<file path="config.mk">
export PLATFORM = sky130hd
export DESIGN_NAME = connection_timeout_table_core_flat
export DESIGN_NICKNAME = d
export VERILOG_FILES = /design/src/rtl/core/cto_pkg.sv /design/src/rtl/core/cto_if.sv /design/src/rtl/core/connection_timeout_table_core.sv /design/src/rtl/core/cto_ctrl.sv /design/src/rtl/core/cto_dp.sv /design/src/flat_wrapper.sv
export SDC_FILE = /design/constraint.sdc
export NUM_CORES = 2
export LEC_CHECK = 0
export BUFFER_PORTS_ARGS = -buffer_cell sky130_fd_sc_hd__buf_2
export CAP_MARGIN = 40
export CORE_ASPECT_RATIO = 0.6
export CORE_MARGIN = 3
export CORE_UTILIZATION = 55
export DETAILED_ROUTE_END_ITERATION = 12
export PLACE_DENSITY = 0.71
export SYNTH_ARGS = -nofsm -noshare
export SYNTH_HDL_FRONTEND = slang
export SYNTH_SLANG_ARGS = --single-unit
</file>
<file path="constraint.sdc">
create_clock -name i_clk -period 7.85 [get_ports i_clk]
set_input_delay 1.57 -clock i_clk [delete_from_list [all_inputs] [get_ports i_clk]]
set_output_delay 1.57 -clock i_clk [all_outputs]
set_load 0.02 [all_outputs]
</file>
<file path="src/rtl/core/cto_pkg.sv">
// Shared types, codes and widths for the connection timeout table.
package cto_pkg;

    // Fixed field widths of the request and result channels
    localparam int OPCODE_W = 1;
    localparam int CONN_W   = 6;
    localparam int TIME_IN_W = 48;

    // Default configuration of the table
    localparam int DEF_MAX_CONNECTIONS = 64;
    localparam int DEF_TIME_WIDTH      = 48;

    // Request opcodes
    localparam logic [OPCODE_W-1:0] OP_ARM  = 1'b0;
    localparam logic [OPCODE_W-1:0] OP_TICK = 1'b1;

    // Commands from the controller to the datapath
    typedef struct packed {
        logic arm_we;   // store deadline and set valid mark
        logic start;    // load current time and begin the scan
        logic flush;    // emit the held expiration as the final one
    } t_cmd;

    // Status from the datapath to the controller
    typedef struct packed {
        logic scan_busy;   // reads still issuing or compare stage full
        logic flush_done;  // held expiration gone or nothing held
    } t_sts;

endpackage

</file>
<file path="src/rtl/core/cto_if.sv">
// Request and result channel interfaces of the connection timeout table.
interface cto_req_if;
    logic                              valid;
    logic                              ready;
    logic [cto_pkg::OPCODE_W-1:0]      opcode;
    logic [cto_pkg::CONN_W-1:0]        conn_id;
    logic [cto_pkg::TIME_IN_W-1:0]     time_us;

    modport source (output valid, opcode, conn_id, time_us, input ready);
    modport sink   (input valid, opcode, conn_id, time_us, output ready);
endinterface

interface cto_exp_if;
    logic                              valid;
    logic                              ready;
    logic [cto_pkg::CONN_W-1:0]        expired_conn;
    logic                              last_expired;

    modport source (output valid, expired_conn, last_expired, input ready);
    modport sink   (input valid, expired_conn, last_expired, output ready);
endinterface

</file>
<file path="src/rtl/core/connection_timeout_table_core.sv">
// Top level of the connection timeout table: controller plus datapath.
//
// Requests arrive on i_req (valid/ready). An arm request (opcode OP_ARM)
// stores the deadline time_us for slot conn_id and marks it valid; ids at
// or beyond MAX_CONNECTIONS are dropped. After an arm, the next request
// can be taken in the following cycle. A tick request (OP_TICK)
// carries the current time; the block reads the deadline memory one slot
// per cycle and emits on o_exp the index of every valid slot whose
// deadline is strictly below that time, clearing its mark. Results leave
// in ascending slot order and the final one of a tick has last_expired
// set. A tick holds i_req.ready low while the scan reads the deadline
// memory through its single read port and flushes the held result;
// whenever a result cannot move because o_exp is stalled, the scan
// halts and waits. One finished result can sit in the output register
// while the next request is taken. Reset clears all valid marks at once;
// deadline contents need no clearing: an entry counts only while marked.
module connection_timeout_table_core #(
    parameter int MAX_CONNECTIONS = cto_pkg::DEF_MAX_CONNECTIONS,
    parameter int TIME_WIDTH      = cto_pkg::DEF_TIME_WIDTH
) (
    input  logic      i_clk,
    input  logic      i_rst_n,
    cto_req_if.sink   i_req,
    cto_exp_if.source o_exp
);

    cto_pkg::t_cmd cmd;
    cto_pkg::t_sts sts;

    // Sequence requests and the scan
    cto_ctrl u_ctrl (
        .i_clk       (i_clk),
        .i_rst_n     (i_rst_n),
        .i_req_valid (i_req.valid),
        .i_opcode    (i_req.opcode),
        .i_sts       (sts),
        .o_req_ready (i_req.ready),
        .o_cmd       (cmd)
    );

    // Store deadlines, scan and deliver expirations
    cto_dp #(
        .MAX_CONNECTIONS (MAX_CONNECTIONS),
        .TIME_WIDTH      (TIME_WIDTH)
    ) u_dp (
        .i_clk          (i_clk),
        .i_rst_n        (i_rst_n),
        .i_cmd          (cmd),
        .i_conn_id      (i_req.conn_id),
        .i_time_us      (i_req.time_us),
        .i_out_ready    (o_exp.ready),
        .o_sts          (sts),
        .o_out_valid    (o_exp.valid),
        .o_expired_conn (o_exp.expired_conn),
        .o_last_expired (o_exp.last_expired)
    );

endmodule

</file>
<file path="src/rtl/core/cto_ctrl.sv">
// Controller state machine: request acceptance, scan and final flush.
module cto_ctrl (
    input  logic                          i_clk,
    input  logic                          i_rst_n,
    input  logic                          i_req_valid,
    input  logic [cto_pkg::OPCODE_W-1:0]  i_opcode,
    input  cto_pkg::t_sts                 i_sts,
    output logic                          o_req_ready,
    output cto_pkg::t_cmd                 o_cmd
);

    localparam logic [1:0] ST_IDLE  = 2'd0;
    localparam logic [1:0] ST_SCAN  = 2'd1;
    localparam logic [1:0] ST_FLUSH = 2'd2;

    logic [1:0] r_state;
    logic [1:0] n_state;
    logic       req_acc;

    // Take requests only between scans
    assign o_req_ready = (r_state == ST_IDLE);
    assign req_acc     = i_req_valid && o_req_ready;

    // Issue datapath commands
    always_comb begin
        o_cmd.arm_we = req_acc && (i_opcode == cto_pkg::OP_ARM);
        o_cmd.start  = req_acc && (i_opcode == cto_pkg::OP_TICK);
        o_cmd.flush  = (r_state == ST_FLUSH);
    end

    // Advance the state
    always_comb begin
        n_state = r_state;
        unique case (r_state)
            ST_IDLE: begin
                if (o_cmd.start) begin
                    n_state = ST_SCAN;
                end
            end
            ST_SCAN: begin
                if (!i_sts.scan_busy) begin
                    n_state = ST_FLUSH;
                end
            end
            ST_FLUSH: begin
                if (i_sts.flush_done) begin
                    n_state = ST_IDLE;
                end
            end
            default: n_state = ST_IDLE;
        endcase
    end

    always_ff @(posedge i_clk) begin
        if (!i_rst_n) begin
            r_state <= ST_IDLE;
        end else begin
            r_state <= n_state;
        end
    end

endmodule

</file>
<file path="src/rtl/core/cto_dp.sv">
// Datapath: deadline memory, valid marks, scan pipeline and result register.
module cto_dp #(
    parameter int MAX_CONNECTIONS = cto_pkg::DEF_MAX_CONNECTIONS,
    parameter int TIME_WIDTH      = cto_pkg::DEF_TIME_WIDTH
) (
    input  logic                           i_clk,
    input  logic                           i_rst_n,
    input  cto_pkg::t_cmd                  i_cmd,
    input  logic [cto_pkg::CONN_W-1:0]     i_conn_id,
    input  logic [cto_pkg::TIME_IN_W-1:0]  i_time_us,
    input  logic                           i_out_ready,
    output cto_pkg::t_sts                  o_sts,
    output logic                           o_out_valid,
    output logic [cto_pkg::CONN_W-1:0]     o_expired_conn,
    output logic                           o_last_expired
);

    localparam int IDX_W = (MAX_CONNECTIONS > 1) ? $clog2(MAX_CONNECTIONS) : 1;
    localparam int CMP_W = (IDX_W + 1 > cto_pkg::CONN_W) ? IDX_W + 1 : cto_pkg::CONN_W;
    localparam logic [IDX_W-1:0] LAST_IDX = IDX_W'(MAX_CONNECTIONS - 1);

    logic [TIME_WIDTH-1:0] r_mem [MAX_CONNECTIONS];
    logic [MAX_CONNECTIONS-1:0] r_valid;

    logic [TIME_WIDTH-1:0] r_time;
    logic [IDX_W-1:0]      r_scan_idx;
    logic                  r_issue;
    logic [TIME_WIDTH-1:0] r_rd_data;
    logic [IDX_W-1:0]      r_cmp_idx;
    logic                  r_cmp_vld;
    logic [IDX_W-1:0]      r_pend_idx;
    logic                  r_pend_vld;
    logic                  r_out_vld;
    logic [cto_pkg::CONN_W-1:0] r_out_conn;
    logic                  r_out_last;

    logic [IDX_W-1:0]      arm_idx;
    logic                  arm_ok;
    logic                  out_space;
    logic                  hit;
    logic                  stall;
    logic                  push_mid;
    logic                  push_last;

    // Decode the arm target; ids beyond the table are dropped
    assign arm_idx = IDX_W'(i_conn_id);
    assign arm_ok  = CMP_W'(i_conn_id) < CMP_W'(MAX_CONNECTIONS);

    // Compare stage and result hand-off
    assign out_space = !r_out_vld || i_out_ready;
    assign hit       = r_cmp_vld && r_valid[r_cmp_idx] && (r_rd_data < r_time);
    assign stall     = hit && r_pend_vld && !out_space;
    assign push_mid  = hit && r_pend_vld && out_space;
    assign push_last = i_cmd.flush && r_pend_vld && out_space;

    assign o_sts.scan_busy  = r_issue || r_cmp_vld;
    assign o_sts.flush_done = !r_pend_vld || out_space;

    assign o_out_valid    = r_out_vld;
    assign o_expired_conn = r_out_conn;
    assign o_last_expired = r_out_last;

    // Write deadlines, read one entry per scan step
    always_ff @(posedge i_clk) begin
        if (i_cmd.arm_we && arm_ok) begin
            r_mem[arm_idx] <= TIME_WIDTH'(i_time_us);
        end
        if (!stall) begin
            r_rd_data <= r_mem[r_scan_idx];
            r_cmp_idx <= r_scan_idx;
        end
    end

    // Hold the tick time
    always_ff @(posedge i_clk) begin
        if (i_cmd.start) begin
            r_time <= TIME_WIDTH'(i_time_us);
        end
    end

    // Set valid marks on arm, drop them on expiration
    always_ff @(posedge i_clk) begin
        if (!i_rst_n) begin
            r_valid <= '0;
        end else if (i_cmd.arm_we && arm_ok) begin
            r_valid[arm_idx] <= 1'b1;
        end else if (hit && !stall) begin
            r_valid[r_cmp_idx] <= 1'b0;
        end
    end

    // Step the scan address and compare-stage valid
    always_ff @(posedge i_clk) begin
        if (!i_rst_n) begin
            r_scan_idx <= '0;
            r_issue    <= 1'b0;
            r_cmp_vld  <= 1'b0;
        end else if (i_cmd.start) begin
            r_scan_idx <= '0;
            r_issue    <= 1'b1;
        end else if (!stall) begin
            r_cmp_vld <= r_issue;
            if (r_issue) begin
                if (r_scan_idx == LAST_IDX) begin
                    r_issue <= 1'b0;
                end else begin
                    r_scan_idx <= r_scan_idx + 1'b1;
                end
            end
        end
    end

    // Hold the latest expiration until the next one or the scan end
    always_ff @(posedge i_clk) begin
        if (!i_rst_n) begin
            r_pend_vld <= 1'b0;
        end else if (hit && !stall) begin
            r_pend_vld <= 1'b1;
        end else if (push_last) begin
            r_pend_vld <= 1'b0;
        end
    end

    always_ff @(posedge i_clk) begin
        if (hit && !stall) begin
            r_pend_idx <= r_cmp_idx;
        end
    end

    // Load the result register or drain it
    always_ff @(posedge i_clk) begin
        if (!i_rst_n) begin
            r_out_vld <= 1'b0;
        end else if (push_mid || push_last) begin
            r_out_vld <= 1'b1;
        end else if (i_out_ready) begin
            r_out_vld <= 1'b0;
        end
    end

    always_ff @(posedge i_clk) begin
        if (push_mid || push_last) begin
            r_out_conn <= cto_pkg::CONN_W'(r_pend_idx);
            r_out_last <= push_last;
        end
    end

endmodule

</file>
<file path="src/flat_wrapper.sv">
// flat-port wrapper written by rule: the top's interface ports become plain ports
module connection_timeout_table_core_flat 
#(
    parameter int MAX_CONNECTIONS = cto_pkg::DEF_MAX_CONNECTIONS,
    parameter int TIME_WIDTH      = cto_pkg::DEF_TIME_WIDTH
)
  (i_clk, i_rst_n, i_req_valid, i_req_opcode, i_req_conn_id, i_req_time_us, i_req_ready, o_exp_valid, o_exp_expired_conn, o_exp_last_expired, o_exp_ready);
  cto_req_if i_req_i ();
  cto_exp_if o_exp_i ();
  input  logic i_clk;
  input  logic i_rst_n;
  input wire logic [$bits(i_req_i.valid)-1:0] i_req_valid;
  input wire logic [$bits(i_req_i.opcode)-1:0] i_req_opcode;
  input wire logic [$bits(i_req_i.conn_id)-1:0] i_req_conn_id;
  input wire logic [$bits(i_req_i.time_us)-1:0] i_req_time_us;
  output wire logic [$bits(i_req_i.ready)-1:0] i_req_ready;
  output wire logic [$bits(o_exp_i.valid)-1:0] o_exp_valid;
  output wire logic [$bits(o_exp_i.expired_conn)-1:0] o_exp_expired_conn;
  output wire logic [$bits(o_exp_i.last_expired)-1:0] o_exp_last_expired;
  input wire logic [$bits(o_exp_i.ready)-1:0] o_exp_ready;
  assign i_req_i.valid = i_req_valid;
  assign i_req_i.opcode = i_req_opcode;
  assign i_req_i.conn_id = i_req_conn_id;
  assign i_req_i.time_us = i_req_time_us;
  assign i_req_ready = i_req_i.ready;
  assign o_exp_valid = o_exp_i.valid;
  assign o_exp_expired_conn = o_exp_i.expired_conn;
  assign o_exp_last_expired = o_exp_i.last_expired;
  assign o_exp_i.ready = o_exp_ready;
  connection_timeout_table_core #(.MAX_CONNECTIONS(MAX_CONNECTIONS), .TIME_WIDTH(TIME_WIDTH)) u_core (.i_clk(i_clk), .i_rst_n(i_rst_n), .i_req(i_req_i), .o_exp(o_exp_i));
endmodule
</file>
==> metrics.csv <==
stage,metric,value,unit
critical_path,worst r2r src,u_core.u_dp.r_rd_data[15]$_DFFE_PN_,
yosys,top area cells in the synthesized netlist,"edfxtp_1, mux4_2, dfxtp_1, ha_1, clkbuf_1",
sta,Slew Limit Headroom,0.285,
placed_design,Final GP Congestion,0.857,
clocking,cts hold-fix bufs,0,
sta,Final Max Tran Viols,0,
critical_path,Worst setup startpoint,u_core.u_dp.r_rd_data[15]$_DFFE_PN_,
clocking,Num CTS Buffers,286,
critical_path,Critical Path RT,8.35,ns
pwr,Power Density,244,nW/um^2
clocking,Clock Path Buffers,4,
floorplanning,Die Y,374,um
yosys,Mean Syn Cell Area,24.6,sq um
run_status,outcome,"complete, no violations",
clocking,clock-pin slew of the registers on the worst-case setup and hold paths,0.07,ns
routing,final WL,317,mm
global_route,largest net degree at the start of global routing,137,
critical_path,WS Path Type,flip-flop to flip-flop,
hold_path,worst min path class,flip-flop to flip-flop,
yosys,count of cell types in the netlist,62,
critical_path,Critical Path Start Type,flip-flop,
sta,Fin. Hold Viols,0,
critical_path,worst setup path endpoint,u_core.u_dp.r_rd_data[8]$_DFFE_PN_,
yosys,most instantiated library cell after synthesis,edfxtp_1,
pwr,Pleak,42.0,nW
routing,drt first pass iters,6,
floorplanning,Ports,68,
pwr,peak supply drop,0.000237,V
floorplanning,core area,223000,sq um
routing,met3 wire len,41.6,mm
global_route,vias in the first global route,57641,
yosys,number of synthesis warnings,0,
critical_path,Crit Path Max Fanout,38,
floorplanning,starting density of the core,0.556,
yosys,"Top FF cell, synth",edfxtp_1,
clocking,CTS root buf,clkbuf_16,
critical_path,worst reg2reg path depth,10,
routing,DRT iter0 DRCs,9801,
sta,RSZ-0062 raised after global routing,no,
clocking,TritonCTS Sinks,3263,
routing,DR vias/cell,6.87,
routing,routed length on met1,127,mm
sta,Slew @ Worst Pin,1.07,ns
cells_and_area,fraction of layout cells with a size suffix above 1,0.319,
sta,min Tclk post-route,4.34,ns
routing,Wirelength per Cell,36.9,um
sta,TNS Setup,0,ns
sta,Highest Clock Rate,230,MHz
global_route,initial antenna violation count,16,
cells_and_area,Layout area overhead,12.2,%
sta,Setup-failing EPs final,0,
clocking,postcts setup bufs,0,
yosys,"flops & latches, synth",3263,
sta,clk_skew,0.0391,ns
critical_path,RR Endpoint,u_core.u_dp.r_rd_data[8]$_DFFE_PN_,
yosys,Synth top area share,0.770,
global_route,GRT overflow,0,
yosys,Post-Synthesis Cell Area,124000,sq um
routing,Top Layer Used,met5,
placed_design,IO buf count,67,
critical_path,WP data arrival,4.84,ns
routing,DR WL met2,140,mm
pwr,Design Power,34.1,mW
clocking,Post-CTS Resized,0,
yosys,synth cell count leaders,"edfxtp_1, mux4_2, clkbuf_1, nor2_1",
global_route,GRT Total Usage,0.276,
routing,Final ANT Viol Nets,0,
floorplanning,die width,620,um
floorplanning,die outline area,232000,sq um
critical_path,internal reg-to-reg setup slack,3.51,ns
job,max_cap viols,0,
routing,drt drc,0,
global_route,first-pass GRT wire length,450,mm
cells_and_area,NumNets Final,5480,
clocking,Worst-Skew Late Latency,0.85,ns
placed_design,DP Wirelength,177,mm
floorplanning,Rows,134,
yosys,Cells after Synth,5057,
yosys,"Seq/Total Area, Yosys",0.782,
yosys,cell taking the most area after synthesis,edfxtp_1,
yosys,syn nets,5164,
yosys,Post-synth EDFFs,3187,
clocking,CTS tree,done,
yosys,Synth async-reset ratio,0,
sta,final worst path period share,0.553,
routing,total number of vias,59003,
critical_path,Setup crit end kind,flip-flop,
clocking,H-Tree Level Count,5,
## report_power, final
group          leakage, nW  switching [mW]  total [mW]  internal (mW)
clock network         4.32            6.14        13.6           7.48
logic                 8.32           0.767        1.30          0.528
registers             29.4          0.0293        19.2           19.2
total                 42.0            6.93        34.1           27.2
## routing by layer
| layer | GRT usage | up-vias |
|---|---|---|
| met3 | 0.0793 | 489 |
| met5 | 0 | - |
| met4 | 0.0709 | 8 |
| met1 | 0.433 | 31842 |
| met2 | 0.386 | 4105 |
| li1 | - | 22559 |
## registers in the layout, summed over array words and instances (netlist names)
register	count
u_core.u_ctrl.r_state	2
u_core.u_dp.r_issue	1
u_core.u_dp.o_out_valid	1
u_core.u_dp.r_time	48
u_core.u_dp.r_pend_idx	6
u_core.u_dp.r_cmp_idx	6
u_core.u_dp.o_expired_conn	6
u_core.u_dp.r_cmp_vld	1
u_core.u_dp.r_rd_data	48
u_core.u_dp.r_pend_vld	1
u_core.u_dp.o_last_expired	1
u_core.u_dp.r_mem	3072
u_core.u_dp.r_valid	64
u_core.u_dp.r_scan_idx	6
## cell usage in the layout, fill, tap and decap left out, types with 22 or more instances in the layout
master	count
edfxtp_1	3187
mux4_2	1015
clkbuf_16	302
buf_4	139
o21ai_0	76
dfxtp_1	70
buf_2	68
clkbuf_1	67
nor2_4	64
a21oi_1	53
clkinv_1	53
buf_12	51
inv_1	49
ha_1	48
clkinv_2	46
nand2_1	37
a31oi_1	25
nor2_1	24
buf_16	22
## worst min-delay path by stage
stage,start,endpoint,cells past startpoint,slack [ns]
floorplan,u_core.u_dp.r_pend_idx[0]$_DFFE_PP_,u_core.u_dp.o_expired_conn[0]$_DFFE_PP_,0,0.40
global placement,u_core.u_dp.r_pend_idx[4]$_DFFE_PP_,u_core.u_dp.o_expired_conn[4]$_DFFE_PP_,0,0.41
detailed placement,u_core.u_dp.r_pend_idx[4]$_DFFE_PP_,u_core.u_dp.o_expired_conn[4]$_DFFE_PP_,0,0.41
CTS,u_core.u_dp.r_pend_idx[4]$_DFFE_PP_,u_core.u_dp.o_expired_conn[4]$_DFFE_PP_,0,0.42
global route,u_core.u_dp.r_pend_idx[4]$_DFFE_PP_,u_core.u_dp.o_expired_conn[4]$_DFFE_PP_,0,0.43
finish,u_core.u_dp.r_pend_idx[4]$_DFFE_PP_,u_core.u_dp.o_expired_conn[4]$_DFFE_PP_,0,0.43
## kinds of logic (layout without fill, tap and decap cells)
logic type,count (synthesis),in the layout,share of synthesized area
adder cells (fa/ha/maj),48,48,0.00483
multiplexers,1031,1031,0.185
buffers and inverters,310,841,0.00996
flip-flops,3263,3263,0.782
other,0,10,0
XOR/XNOR,1,1,0.0000705
AO/OA/AOI/OAI,201,201,0.00983
AND/OR/NAND/NOR,203,203,0.00793
## worst max-delay path: stages (launching register included)
cell and delay [ns]:
edfxtp_1 0.40, ha_1 0.35, nand4_1 0.20, nor3_1 0.66
or4b_1 0.50, a311oi_1 0.62, buf_4 0.27, nor4_1 0.07
buf_4 0.18, nand2_4 0.36, buf_16 0.31
## through the flow
| step | hold slack, ns | cell area [sq um] | cells | util | setup WS, ns |
|---|---|---|---|---|---|
| 3_3_place_gp | 0.409 | 129000 | 8008 | 0.578 | 2.78 |
| 6_report | 0.428 | 139000 | 8590 | 0.624 | 3.51 |
| 3_5_place_dp | 0.409 | 131000 | 8075 | 0.584 | 3.02 |
| 5_1_grt | 0.434 | 139000 | 8580 | 0.624 | 3.48 |
| 4_1_cts | 0.422 | 139000 | 8578 | 0.624 | 3.62 |
| 2_1_floorplan | 0.400 | 124000 | 5057 | - | 2.89 |
## final cells by class
type | instances | area, sq um
fill | 14317 | 84000
tap | 2992 | 3740
multi-input combinational | 1484 | 26300
antenna | 10 | 25.0
timing repair buffer | 288 | 3110
inverter | 50 | 188
clock inverter | 129 | 967
sequential | 3263 | 97200
clock buffer | 374 | 7870
No activity file was read; power rests on OpenSTA's default activity.
